<file path="src/bes_pkg.sv">
// ============================================================================
// bes_pkg
// Shared types, constants and the sequencer program of the Burgers
// stencil step block.
// ============================================================================
package bes_pkg;

    // Field widths and fixed-point defaults
    localparam int DATA_W        = 32;
    localparam int PROD_W        = 2 * DATA_W;
    localparam int CFG_IDX_W     = 2;
    localparam int FRAC_BITS_DEF = 24;

    localparam logic signed [DATA_W-1:0] S32_MAX = {1'b0, {(DATA_W-1){1'b1}}};
    localparam logic signed [DATA_W-1:0] S32_MIN = {1'b1, {(DATA_W-1){1'b0}}};

    // Program counter
    localparam int PROG_LEN = 12;
    localparam int PC_W     = $clog2(PROG_LEN);
    typedef logic [PC_W-1:0] t_pc;

    // Named step addresses used as jump targets
    localparam t_pc STEP_CHECK_LAST = t_pc'(9);
    localparam t_pc STEP_SHIFT      = t_pc'(11);

    // Configuration register indexes
    typedef enum logic [CFG_IDX_W-1:0] {
        CFG_CENTER   = 2'd0,
        CFG_NEIGHBOR = 2'd1,
        CFG_ADVECT   = 2'd2
    } t_cfg_idx;

    // Multiplier operand pairs
    typedef enum logic [2:0] {
        MUL_NONE,
        MUL_RR,
        MUL_LL,
        MUL_BC,
        MUL_AL,
        MUL_AR,
        MUL_KSR,
        MUL_KSL
    } t_mul_sel;

    // Write-back action on the product of the previous step
    typedef enum logic [2:0] {
        WB_NONE,
        WB_SQR,
        WB_SQL,
        WB_LOAD,
        WB_ADD,
        WB_SUB
    } t_wb_op;

    typedef enum logic [1:0] {
        EMIT_NONE,
        EMIT_UPDATE,
        EMIT_PASS
    } t_emit_op;

    typedef enum logic [1:0] {
        WIN_HOLD,
        WIN_CLEAR,
        WIN_SHIFT
    } t_win_op;

    typedef enum logic [1:0] {
        COND_NONE,
        COND_NO_CENTER,
        COND_NOT_LAST
    } t_cond;

    // One control word of the program
    typedef struct packed {
        t_mul_sel mul_sel;
        t_wb_op   wb_op;
        t_emit_op emit_op;
        t_win_op  win_op;
        t_cond    cond;
        t_pc      target;
        logic     done;
    } t_ctrl_word;

    // Control word qualified by step enable
    typedef struct packed {
        logic       en;
        t_ctrl_word word;
    } t_step;

    // Status from datapath to sequencer
    typedef struct packed {
        logic center_valid;
        logic last;
    } t_flags;

    // One result beat
    typedef struct packed {
        logic signed [DATA_W-1:0] new_value;
        logic                     row_end;
        logic                     saturated;
    } t_result;

    // Configuration write
    typedef struct packed {
        logic                 we;
        logic [CFG_IDX_W-1:0] index;
        logic [DATA_W-1:0]    data;
    } t_cfg_wr;

    localparam t_ctrl_word CTRL_NOP = '{
        mul_sel: MUL_NONE, wb_op: WB_NONE, emit_op: EMIT_NONE,
        win_op: WIN_HOLD, cond: COND_NONE, target: '0, done: 1'b0
    };

    // Program ROM: squares, five weighted terms, emit, window update
    function automatic t_ctrl_word prog_word(input t_pc pc);
        t_ctrl_word w;
        w = CTRL_NOP;
        unique case (pc)
            t_pc'(0): begin
                w.mul_sel = MUL_RR;
                w.cond    = COND_NO_CENTER;
                w.target  = STEP_CHECK_LAST;
            end
            t_pc'(1): begin
                w.mul_sel = MUL_LL;
                w.wb_op   = WB_SQR;
            end
            t_pc'(2): begin
                w.mul_sel = MUL_BC;
                w.wb_op   = WB_SQL;
            end
            t_pc'(3): begin
                w.mul_sel = MUL_AL;
                w.wb_op   = WB_LOAD;
            end
            t_pc'(4): begin
                w.mul_sel = MUL_AR;
                w.wb_op   = WB_ADD;
            end
            t_pc'(5): begin
                w.mul_sel = MUL_KSR;
                w.wb_op   = WB_ADD;
            end
            t_pc'(6): begin
                w.mul_sel = MUL_KSL;
                w.wb_op   = WB_SUB;
            end
            t_pc'(7): begin
                w.wb_op   = WB_ADD;
            end
            t_pc'(8): begin
                w.emit_op = EMIT_UPDATE;
            end
            t_pc'(9): begin
                w.cond    = COND_NOT_LAST;
                w.target  = STEP_SHIFT;
            end
            t_pc'(10): begin
                w.emit_op = EMIT_PASS;
                w.win_op  = WIN_CLEAR;
                w.done    = 1'b1;
            end
            t_pc'(11): begin
                w.win_op  = WIN_SHIFT;
                w.done    = 1'b1;
            end
            default: begin
                w.done    = 1'b1;
            end
        endcase
        return w;
    endfunction

endpackage

</file>
<file path="src/bes_if.sv">
// ============================================================================
// bes_if
// Valid/ready channels of the stencil step block: samples in, results
// out, coefficient writes.
// ============================================================================
interface bes_in_if import bes_pkg::*; ();
    logic                     valid;
    logic                     ready;
    logic signed [DATA_W-1:0] sample;
    logic                     last_point;

    modport source (output valid, output sample, output last_point, input ready);
    modport sink   (input valid, input sample, input last_point, output ready);
endinterface

interface bes_out_if import bes_pkg::*; ();
    logic                     valid;
    logic                     ready;
    logic signed [DATA_W-1:0] new_value;
    logic                     row_end;
    logic                     saturated;

    modport source (output valid, output new_value, output row_end, output saturated,
                    input ready);
    modport sink   (input valid, input new_value, input row_end, input saturated,
                    output ready);
endinterface

interface bes_cfg_if import bes_pkg::*; ();
    logic                 valid;
    logic                 ready;
    logic [CFG_IDX_W-1:0] index;
    logic [DATA_W-1:0]    data;

    modport source (output valid, output index, output data, input ready);
    modport sink   (input valid, input index, input data, output ready);
endinterface

</file>
<file path="src/bes_seq.sv">
// ============================================================================
// bes_seq
// Microcode sequencer: step counter, program ROM, conditional jumps and
// stall on a busy output register.
// ============================================================================
module bes_seq import bes_pkg::*; (
    input  logic   i_clk,
    input  logic   i_rst_n,
    input  logic   i_start,
    input  logic   i_out_free,
    input  t_flags i_flags,
    output logic   o_busy,
    output t_step  o_step
);

    logic       r_busy, n_busy;
    t_pc        r_pc, n_pc;
    t_ctrl_word w;
    logic       step_en;
    logic       cond_hit;

    // Fetch and qualify the current word
    assign w       = prog_word(r_pc);
    assign step_en = r_busy && ((w.emit_op == EMIT_NONE) || i_out_free);

    // Jump condition decode
    always_comb begin
        unique case (w.cond)
            COND_NONE:      cond_hit = 1'b0;
            COND_NO_CENTER: cond_hit = !i_flags.center_valid;
            COND_NOT_LAST:  cond_hit = !i_flags.last;
            default:        cond_hit = 1'b0;
        endcase
    end

    // Next step
    always_comb begin
        n_busy = r_busy;
        n_pc   = r_pc;
        if (i_start) begin
            n_busy = 1'b1;
            n_pc   = '0;
        end else if (step_en) begin
            if (w.done) begin
                n_busy = 1'b0;
                n_pc   = '0;
            end else if (cond_hit) begin
                n_pc   = w.target;
            end else begin
                n_pc   = r_pc + t_pc'(1);
            end
        end
    end

    always_ff @(posedge i_clk) begin
        if (!i_rst_n) begin
            r_busy <= 1'b0;
            r_pc   <= '0;
        end else begin
            r_busy <= n_busy;
            r_pc   <= n_pc;
        end
    end

    assign o_busy      = r_busy;
    assign o_step.en   = step_en;
    assign o_step.word = w;

endmodule

</file>
<file path="src/bes_dp.sv">
// ============================================================================
// bes_dp
// Datapath: coefficients, three-point window, one shared multiplier,
// rounding, square clip, accumulator and result saturation.
// ============================================================================
module bes_dp import bes_pkg::*; #(
    parameter int FRACTION_BITS = FRAC_BITS_DEF
) (
    input  logic                     i_clk,
    input  logic                     i_rst_n,
    input  logic                     i_load,
    input  logic signed [DATA_W-1:0] i_sample,
    input  logic                     i_last,
    input  t_cfg_wr                  i_cfg,
    input  t_step                    i_step,
    output t_flags                   o_flags,
    output t_result                  o_result
);

    localparam int MW = DATA_W + 1;
    localparam int AW = PROD_W - FRACTION_BITS + 3;
    localparam logic signed [PROD_W-1:0] HALF =
        {{(PROD_W-1){1'b0}}, 1'b1} << (FRACTION_BITS - 1);

    logic signed [DATA_W-1:0] r_coef_center, r_coef_neighbor, r_coef_advect;
    logic signed [DATA_W-1:0] r_left, r_center, r_sample;
    logic                     r_center_valid, r_last;
    logic        [DATA_W-2:0] r_sqr, r_sql;
    logic                     r_sq_clip;
    logic signed [PROD_W-1:0] r_prod;
    logic signed [AW-1:0]     r_acc;

    logic signed [MW-1:0]     mul_a, mul_b;
    logic signed [2*MW-1:0]   mul_p;
    logic signed [PROD_W-1:0] rnd_full;
    logic signed [AW-1:0]     rnd_acc;
    logic                     sq_over;
    logic        [DATA_W-2:0] sq_val;
    logic                     acc_hi, acc_lo;
    t_ctrl_word               w;

    assign w = i_step.word;

    // Coefficient registers
    always_ff @(posedge i_clk) begin
        if (!i_rst_n) begin
            r_coef_center   <= '0;
            r_coef_neighbor <= '0;
            r_coef_advect   <= '0;
        end else if (i_cfg.we) begin
            case (i_cfg.index)
                CFG_CENTER:   r_coef_center   <= i_cfg.data;
                CFG_NEIGHBOR: r_coef_neighbor <= i_cfg.data;
                CFG_ADVECT:   r_coef_advect   <= i_cfg.data;
                default:      ;
            endcase
        end
    end

    // Incoming sample latch
    always_ff @(posedge i_clk) begin
        if (i_load) begin
            r_sample <= i_sample;
            r_last   <= i_last;
        end
    end

    // Window state
    always_ff @(posedge i_clk) begin
        if (!i_rst_n) begin
            r_left         <= '0;
            r_center       <= '0;
            r_center_valid <= 1'b0;
        end else if (i_step.en) begin
            case (w.win_op)
                WIN_CLEAR: begin
                    r_left         <= '0;
                    r_center       <= '0;
                    r_center_valid <= 1'b0;
                end
                WIN_SHIFT: begin
                    r_left         <= r_center_valid ? r_center : '0;
                    r_center       <= r_sample;
                    r_center_valid <= 1'b1;
                end
                default: ;
            endcase
        end
    end

    // Operand select for the shared multiplier
    always_comb begin
        mul_a = '0;
        mul_b = '0;
        case (w.mul_sel)
            MUL_RR:  begin mul_a = MW'(r_sample);        mul_b = MW'(r_sample); end
            MUL_LL:  begin mul_a = MW'(r_left);          mul_b = MW'(r_left);   end
            MUL_BC:  begin mul_a = MW'(r_coef_center);   mul_b = MW'(r_center); end
            MUL_AL:  begin mul_a = MW'(r_coef_neighbor); mul_b = MW'(r_left);   end
            MUL_AR:  begin mul_a = MW'(r_coef_neighbor); mul_b = MW'(r_sample); end
            MUL_KSR: begin
                mul_a = MW'(r_coef_advect);
                mul_b = signed'({2'b00, r_sqr});
            end
            MUL_KSL: begin
                mul_a = MW'(r_coef_advect);
                mul_b = signed'({2'b00, r_sql});
            end
            default: ;
        endcase
    end

    assign mul_p = mul_a * mul_b;

    always_ff @(posedge i_clk) begin
        if (i_step.en) begin
            r_prod <= mul_p[PROD_W-1:0];
        end
    end

    // Round half up to FRACTION_BITS; squares clip at the positive limit
    assign rnd_full = (r_prod + HALF) >>> FRACTION_BITS;
    assign rnd_acc  = AW'(rnd_full);
    assign sq_over  = rnd_full > PROD_W'(S32_MAX);
    assign sq_val   = sq_over ? S32_MAX[DATA_W-2:0] : rnd_full[DATA_W-2:0];

    // Write-back of the previous product
    always_ff @(posedge i_clk) begin
        if (i_step.en) begin
            case (w.wb_op)
                WB_SQR:  r_sqr <= sq_val;
                WB_SQL:  r_sql <= sq_val;
                WB_LOAD: r_acc <= rnd_acc;
                WB_ADD:  r_acc <= r_acc + rnd_acc;
                WB_SUB:  r_acc <= r_acc - rnd_acc;
                default: ;
            endcase
        end
    end

    // Square clip flag, cleared per sample
    always_ff @(posedge i_clk) begin
        if (!i_rst_n) begin
            r_sq_clip <= 1'b0;
        end else if (i_load) begin
            r_sq_clip <= 1'b0;
        end else if (i_step.en && sq_over &&
                     ((w.wb_op == WB_SQR) || (w.wb_op == WB_SQL))) begin
            r_sq_clip <= 1'b1;
        end
    end

    // Result select
    assign acc_hi = r_acc > AW'(S32_MAX);
    assign acc_lo = r_acc < AW'(S32_MIN);

    always_comb begin
        if (w.emit_op == EMIT_PASS) begin
            o_result.new_value = r_sample;
            o_result.row_end   = 1'b1;
            o_result.saturated = 1'b0;
        end else begin
            if (acc_hi) begin
                o_result.new_value = S32_MAX;
            end else if (acc_lo) begin
                o_result.new_value = S32_MIN;
            end else begin
                o_result.new_value = r_acc[DATA_W-1:0];
            end
            o_result.row_end   = 1'b0;
            o_result.saturated = (r_sq_clip && (r_coef_advect != '0)) || acc_hi || acc_lo;
        end
    end

    assign o_flags.center_valid = r_center_valid;
    assign o_flags.last         = r_last;

endmodule

</file>
<file path="src/burgers_explicit_stencil_step.sv">
// ============================================================================
// burgers_explicit_stencil_step
// One explicit viscous Burgers time step over a streamed grid row.
// ============================================================================
// Usage:
//   i_in_bus  : grid samples of a row in order, last_point marks the end.
//   o_out_bus : updated values, one beat per point, lagging by one sample;
//               row_end marks the final point, saturated flags clipping.
//   i_cfg_bus : coefficient writes (0 center B, 1 neighbor A, 2 advect K),
//               always ready; write only while no sample is in work.
// Timing:
//   One sample is in work at a time. A sample with a held center takes
//   11 steps, the first of a row 3, and ready returns in the cycle after
//   the last step. The step count is set by the seven products of an
//   update sharing one multiplier. The update result enters the output
//   register at the emit step.
// Reset:
//   Synchronous, active low; clears coefficients, window and output valid.
// Stall:
//   A result waits in the output register; the sequencer holds at an emit
//   step while that register is full and not being drained.
// ============================================================================
module burgers_explicit_stencil_step import bes_pkg::*; #(
    parameter int FRACTION_BITS = FRAC_BITS_DEF
) (
    input  logic      i_clk,
    input  logic      i_rst_n,
    bes_in_if.sink    i_in_bus,
    bes_out_if.source o_out_bus,
    bes_cfg_if.sink   i_cfg_bus
);

    logic    busy;
    logic    in_load;
    logic    out_free;
    logic    emit;
    t_step   step;
    t_flags  flags;
    t_result result;
    t_cfg_wr cfg;
    t_result r_out;
    logic    r_out_valid;

    // Input and configuration handshakes
    assign i_in_bus.ready  = !busy;
    assign in_load         = i_in_bus.valid && !busy;
    assign i_cfg_bus.ready = 1'b1;
    assign cfg.we          = i_cfg_bus.valid;
    assign cfg.index       = i_cfg_bus.index;
    assign cfg.data        = i_cfg_bus.data;

    assign out_free = !r_out_valid || o_out_bus.ready;
    assign emit     = step.en && (step.word.emit_op != EMIT_NONE);

    bes_seq u_seq (
        .i_clk      (i_clk),
        .i_rst_n    (i_rst_n),
        .i_start    (in_load),
        .i_out_free (out_free),
        .i_flags    (flags),
        .o_busy     (busy),
        .o_step     (step)
    );

    bes_dp #(
        .FRACTION_BITS (FRACTION_BITS)
    ) u_dp (
        .i_clk    (i_clk),
        .i_rst_n  (i_rst_n),
        .i_load   (in_load),
        .i_sample (i_in_bus.sample),
        .i_last   (i_in_bus.last_point),
        .i_cfg    (cfg),
        .i_step   (step),
        .o_flags  (flags),
        .o_result (result)
    );

    // Output register
    always_ff @(posedge i_clk) begin
        if (!i_rst_n) begin
            r_out_valid <= 1'b0;
        end else if (emit) begin
            r_out_valid <= 1'b1;
        end else if (o_out_bus.ready) begin
            r_out_valid <= 1'b0;
        end
    end

    always_ff @(posedge i_clk) begin
        if (emit) begin
            r_out <= result;
        end
    end

    assign o_out_bus.valid     = r_out_valid;
    assign o_out_bus.new_value = r_out.new_value;
    assign o_out_bus.row_end   = r_out.row_end;
    assign o_out_bus.saturated = r_out.saturated;

endmodule
</file>
<file path="src/flat_wrapper.sv">
// flat-port wrapper written by rule: the top's interface ports become plain ports
module burgers_explicit_stencil_step_flat import bes_pkg::*;
#(
    parameter int FRACTION_BITS = FRAC_BITS_DEF
)
  (i_clk, i_rst_n, i_in_bus_valid, i_in_bus_sample, i_in_bus_last_point, i_in_bus_ready, o_out_bus_valid, o_out_bus_new_value, o_out_bus_row_end, o_out_bus_saturated, o_out_bus_ready, i_cfg_bus_valid, i_cfg_bus_index, i_cfg_bus_data, i_cfg_bus_ready);
  bes_in_if i_in_bus_i ();
  bes_out_if o_out_bus_i ();
  bes_cfg_if i_cfg_bus_i ();
  input  logic i_clk;
  input  logic i_rst_n;
  input wire logic [$bits(i_in_bus_i.valid)-1:0] i_in_bus_valid;
  input wire logic [$bits(i_in_bus_i.sample)-1:0] i_in_bus_sample;
  input wire logic [$bits(i_in_bus_i.last_point)-1:0] i_in_bus_last_point;
  output wire logic [$bits(i_in_bus_i.ready)-1:0] i_in_bus_ready;
  output wire logic [$bits(o_out_bus_i.valid)-1:0] o_out_bus_valid;
  output wire logic [$bits(o_out_bus_i.new_value)-1:0] o_out_bus_new_value;
  output wire logic [$bits(o_out_bus_i.row_end)-1:0] o_out_bus_row_end;
  output wire logic [$bits(o_out_bus_i.saturated)-1:0] o_out_bus_saturated;
  input wire logic [$bits(o_out_bus_i.ready)-1:0] o_out_bus_ready;
  input wire logic [$bits(i_cfg_bus_i.valid)-1:0] i_cfg_bus_valid;
  input wire logic [$bits(i_cfg_bus_i.index)-1:0] i_cfg_bus_index;
  input wire logic [$bits(i_cfg_bus_i.data)-1:0] i_cfg_bus_data;
  output wire logic [$bits(i_cfg_bus_i.ready)-1:0] i_cfg_bus_ready;
  assign i_in_bus_i.valid = i_in_bus_valid;
  assign i_in_bus_i.sample = i_in_bus_sample;
  assign i_in_bus_i.last_point = i_in_bus_last_point;
  assign i_in_bus_ready = i_in_bus_i.ready;
  assign o_out_bus_valid = o_out_bus_i.valid;
  assign o_out_bus_new_value = o_out_bus_i.new_value;
  assign o_out_bus_row_end = o_out_bus_i.row_end;
  assign o_out_bus_saturated = o_out_bus_i.saturated;
  assign o_out_bus_i.ready = o_out_bus_ready;
  assign i_cfg_bus_i.valid = i_cfg_bus_valid;
  assign i_cfg_bus_i.index = i_cfg_bus_index;
  assign i_cfg_bus_i.data = i_cfg_bus_data;
  assign i_cfg_bus_ready = i_cfg_bus_i.ready;
  burgers_explicit_stencil_step #(.FRACTION_BITS(FRACTION_BITS)) u_core (.i_clk(i_clk), .i_rst_n(i_rst_n), .i_in_bus(i_in_bus_i), .o_out_bus(o_out_bus_i), .i_cfg_bus(i_cfg_bus_i));
endmodule
</file>
<file path="config.mk">
export PLATFORM = sky130hd
export DESIGN_NAME = burgers_explicit_stencil_step_flat
export DESIGN_NICKNAME = d
export VERILOG_FILES = /design/src/bes_pkg.sv /design/src/bes_if.sv /design/src/bes_seq.sv /design/src/bes_dp.sv /design/src/burgers_explicit_stencil_step.sv /design/src/flat_wrapper.sv
export SDC_FILE = /design/constraint.sdc
export NUM_CORES = 2
export LEC_CHECK = 0
export ABC_AREA = 0
export BUFFER_PORTS_ARGS = -buffer_cell sky130_fd_sc_hd__clkbuf_2
export CORE_MARGIN = 4
export CORE_UTILIZATION = 40
export CTS_CLUSTER_SIZE = 20
export DETAILED_ROUTE_END_ITERATION = 10
export SKIP_CTS_REPAIR_TIMING = 1
export SYNTH_ARGS = -nofsm -noshare
export SYNTH_HDL_FRONTEND = slang
export SYNTH_SLANG_ARGS = --single-unit
</file>
<file path="constraint.sdc">
create_clock -name i_clk -period 30.4 [get_ports i_clk]
set_input_delay 1.52 -clock i_clk [delete_from_list [all_inputs] [get_ports i_clk]]
set_output_delay 1.52 -clock i_clk [all_outputs]
set_load 0.01 [all_outputs]
</file>
==> run summary <==
clk root buf = clkbuf_16
Starting Density = 40.3%
number of synthesized flops with an enable pin = 213
post-DP HPWL = 149 mm
Die X = 384 um
share of the core filled with cells = 43.3%
largest net degree at the start of global routing = 94
GRT Total Usage = 27.0%
Die Y = 384 um
status = finished, final reports clean
I/O pin cnt = 109
RR Startpoint = u_core.u_seq.r_pc[0]
asr flop ratio synth = 0%
htree depth = 2
global route overflow = 0
DRC violations left = 0
share of the synthesized area in the top cell type = 39.2%
1st-iter DRT viols = 4733
Worst Reg2Reg Path Length in Cells = 32
worst hold path endpoint = u_core.u_dp.r_coef_center[28]
clk sink count = 381
Net Count, Synth = 7633
CTS max path bufs = 3
Syn Inst Count = 6196
Initial DRT Pass Iterations = 8
Via-to-Cell Ratio = 5.61
Setup CP Type = register to register
hold path cells = 2
stages on the worst setup path = 32
Final Hold Vio Count = 0
Final ANT Viol Nets = 0
FF-to-FF End = u_core.u_dp.r_prod[60]
first-pass GRT wire length = 299 mm
Core Region = 140000 um^2
mean routed wirelength per cell = 24.4 um
count of yosys warnings during synthesis = 0
Non-Filler Instances = 8040
Routed WL = 196 mm
cell total after placement = 7969
slowest cell on the critical path = a221o_2
Synth area leaders = fa_1 (39%), edfxtp_1 (11%), inv_1 (7.5%)
post-synth top area cell = fa_1
final max-slew violation count = 0
hold path startpoint = u_core.u_dp.r_coef_center[28]
crit share post-route = 40.0%
Worst path most repeated cell = fa_1
RSZ-0062 raised after global routing = false
Top FF cell, synth = edfxtp_1
post-route minimum period = 12.16 ns
CP max stage delay = 0.92 ns
clock insertion delay at the later pin of the skew report = 0.58 ns
Die ar. = 147000 um^2
Sum Neg Setup Slack = 0 ns
detailed-route via count = 45111
input/output buffers = 107
Layout area overhead = 7.44%
f_max = 82.2 MHz
sequential area share after synthesis = 17.3%
Least-Margin Pin Slew = 1.20 ns
Netlist cell types = 90
Layout Skew = 0.0236 ns
Cell Rows = 137
fin nets = 7570
Clock transition at path regs = 0.07 ns
CTS tree = yes
vias in the first global route = 46833
layout cells sized above 1 = 6.73%
Synth Cell Area = 56400 um^2
Yosys reg bits = 381
CP Capture Type = register
Buf/Inv on CP = 7
register-to-register setup slack = 18.24 ns
Synth Area per Inst = 9.11 um^2
peak fanout along the critical path = 55
CP Launch Type = register
Inserted Clock Buffers = 38
CP arrival = 12.47 ns
Worst Hold Class = register to register
Setup-failing EPs final = 0
WP data required = 30.71 ns
Worst slew margin = 20.0%
CP delay by family, top = adder cells
max_cap viols = 0
RePlAce Congestion = 0.961
Fillers = 13774
initial antenna violation count = 10
==> cell type report <==
cell class	instances	area [um^2]	share of cell area, %
Tap cell	1876	2350	3.87
Sequential cell	381	9760	16.1
Clock inverter	19	223	0.367
Inverter	1130	4240	7.00
Multi-Input combinational cell	4346	41500	68.4
Clock buffer	50	1060	1.74
Antenna cell	2	5.00	0.00825
Timing Repair Buffer	236	1510	2.48
==> kinds of logic (layout without fill, tap and decap cells) <==
kind of cell,Yosys count,in the layout,synth area share [%]
compound gates,792,792,9.85
flops,381,381,17.3
buf+inv,1469,1435,9.82
xor+xnor,168,168,2.61
mux,26,26,0.501
other cells,1,3,0.00665
simple gates,1994,1994,15.0
fa+ha+maj,1365,1365,45.0
==> worst register-to-register path, delay by kind of cell, from the launching register on <==
kind                       cells  cell delay, ns
DFF                            1            0.64
and+or+nand+nor                6            1.76
xor gates and xnor gates       1            0.19
AOI/OAI and AO/OA              8            3.18
adders and majority gates     10            4.98
buffers and inverters          7            1.15
==> state kept, by name (all words and copies together), names as in the netlist <==
register / count
u_core.u_dp.r_acc: 43
u_core.u_dp.r_prod: 41
u_core.o_out_bus.new_value: 32
u_core.u_dp.r_center: 32
u_core.u_dp.r_coef_advect: 32
u_core.u_dp.r_coef_center: 32
u_core.u_dp.r_coef_neighbor: 32
u_core.u_dp.r_left: 32
u_core.u_dp.r_sample: 32
u_core.u_dp.r_sql: 31
u_core.u_dp.r_sqr: 31
u_core.u_seq.r_pc: 4
u_core.o_out_bus.row_end: 1
u_core.o_out_bus.saturated: 1
u_core.o_out_bus.valid: 1
u_core.u_dp.r_center_valid: 1
u_core.u_dp.r_last: 1
u_core.u_dp.r_sq_clip: 1
u_core.u_seq.o_busy: 1
==> worst max path at each step <==
stage / startpoint / slack (ns) / to
global route: u_core.u_seq.r_pc[0] / 17.67 / u_core.u_dp.r_prod[62]
global placement: u_core.u_seq.r_pc[0] / 18.45 / u_core.u_dp.r_prod[62]
floorplan: u_core.u_seq.r_pc[0] / 20.12 / u_core.u_dp.r_prod[62]
detailed placement: u_core.u_seq.r_pc[0] / 18.35 / u_core.u_dp.r_prod[62]
CTS: u_core.u_seq.r_pc[0] / 18.30 / u_core.u_dp.r_prod[62]
finish: u_core.u_seq.r_pc[0] / 18.24 / u_core.u_dp.r_prod[60]
==> placed cells by master (no fill, tap or decap), types with 25 or more instances in the layout <==
master / netlist / layout
a21o_1: 53 / 53
a21oi_1: 152 / 149
clkbuf_16: 0 / 39
a22oi_1: 52 / 52
nand2_1: 1031 / 1031
ha_1: 260 / 259
a21boi_0: 135 / 135
clkbuf_2: 1 / 106
buf_4: 4 / 130
o21ai_0: 135 / 135
fa_1: 1105 / 1105
a221o_1: 40 / 32
edfxtp_1: 213 / 213
nor3_1: 29 / 26
nor2b_1: 55 / 54
nor2_1: 579 / 573
xnor2_1: 102 / 102
nand3_1: 95 / 93
nand4_1: 36 / 36
xor2_1: 66 / 66
and3_1: 28 / 25
dfxtp_1: 168 / 168
inv_1: 1129 / 1129
a222oi_1: 41 / 41
==> through the flow <==
stage	setup slack [ns]	hold WS, ns	cell area [um^2]
after detailed placement	18.35	0.463	59300
final	18.24	0.476	60600
after CTS	18.30	0.472	60600
after floorplan	20.12	0.432	56400
after global routing	17.67	0.499	60600
after global placement	18.45	0.455	59300
==> metal layers <==
layer  track usage [%]  up-vias  share of wire, %
li1                  -    19222                 -
met1              36.8    23256                40
met2              42.1     2164                45
met3              5.96      463                10
met4              10.1        6               4.6
met5                 0        -             0.019
==> synthesized netlist by cell type, types with 10 or more instances <==
| master | n |
|---|---|
| a211oi_1 | 14 |
| a21boi_0 | 135 |
| a21o_1 | 53 |
| a21oi_1 | 152 |
| a221o_1 | 40 |
| a221oi_1 | 41 |
| a222oi_1 | 41 |
| a22oi_1 | 52 |
| a31oi_1 | 24 |
| and2_1 | 21 |
| and3_1 | 28 |
| and4_1 | 10 |
| buf_1 | 17 |
| buf_2 | 10 |
| clkbuf_1 | 307 |
| dfxtp_1 | 168 |
| edfxtp_1 | 213 |
| fa_1 | 1105 |
| ha_1 | 260 |
| inv_1 | 1129 |
| mux2_2 | 17 |
| nand2_1 | 1031 |
| nand2b_1 | 24 |
| nand3_1 | 95 |
| nand4_1 | 36 |
| nor2_1 | 579 |
| nor2b_1 | 55 |
| nor3_1 | 29 |
| nor3b_1 | 14 |
| nor4_1 | 24 |
| o211ai_1 | 10 |
| o21a_1 | 16 |
| o21ai_0 | 135 |
| o21bai_1 | 13 |
| or2_2 | 11 |
| xnor2_1 | 102 |
| xor2_1 | 66 |
Power is left out: the tool's default activity adds up to more than one toggle a clock period on the data nets, which glitch-free logic cannot reach.
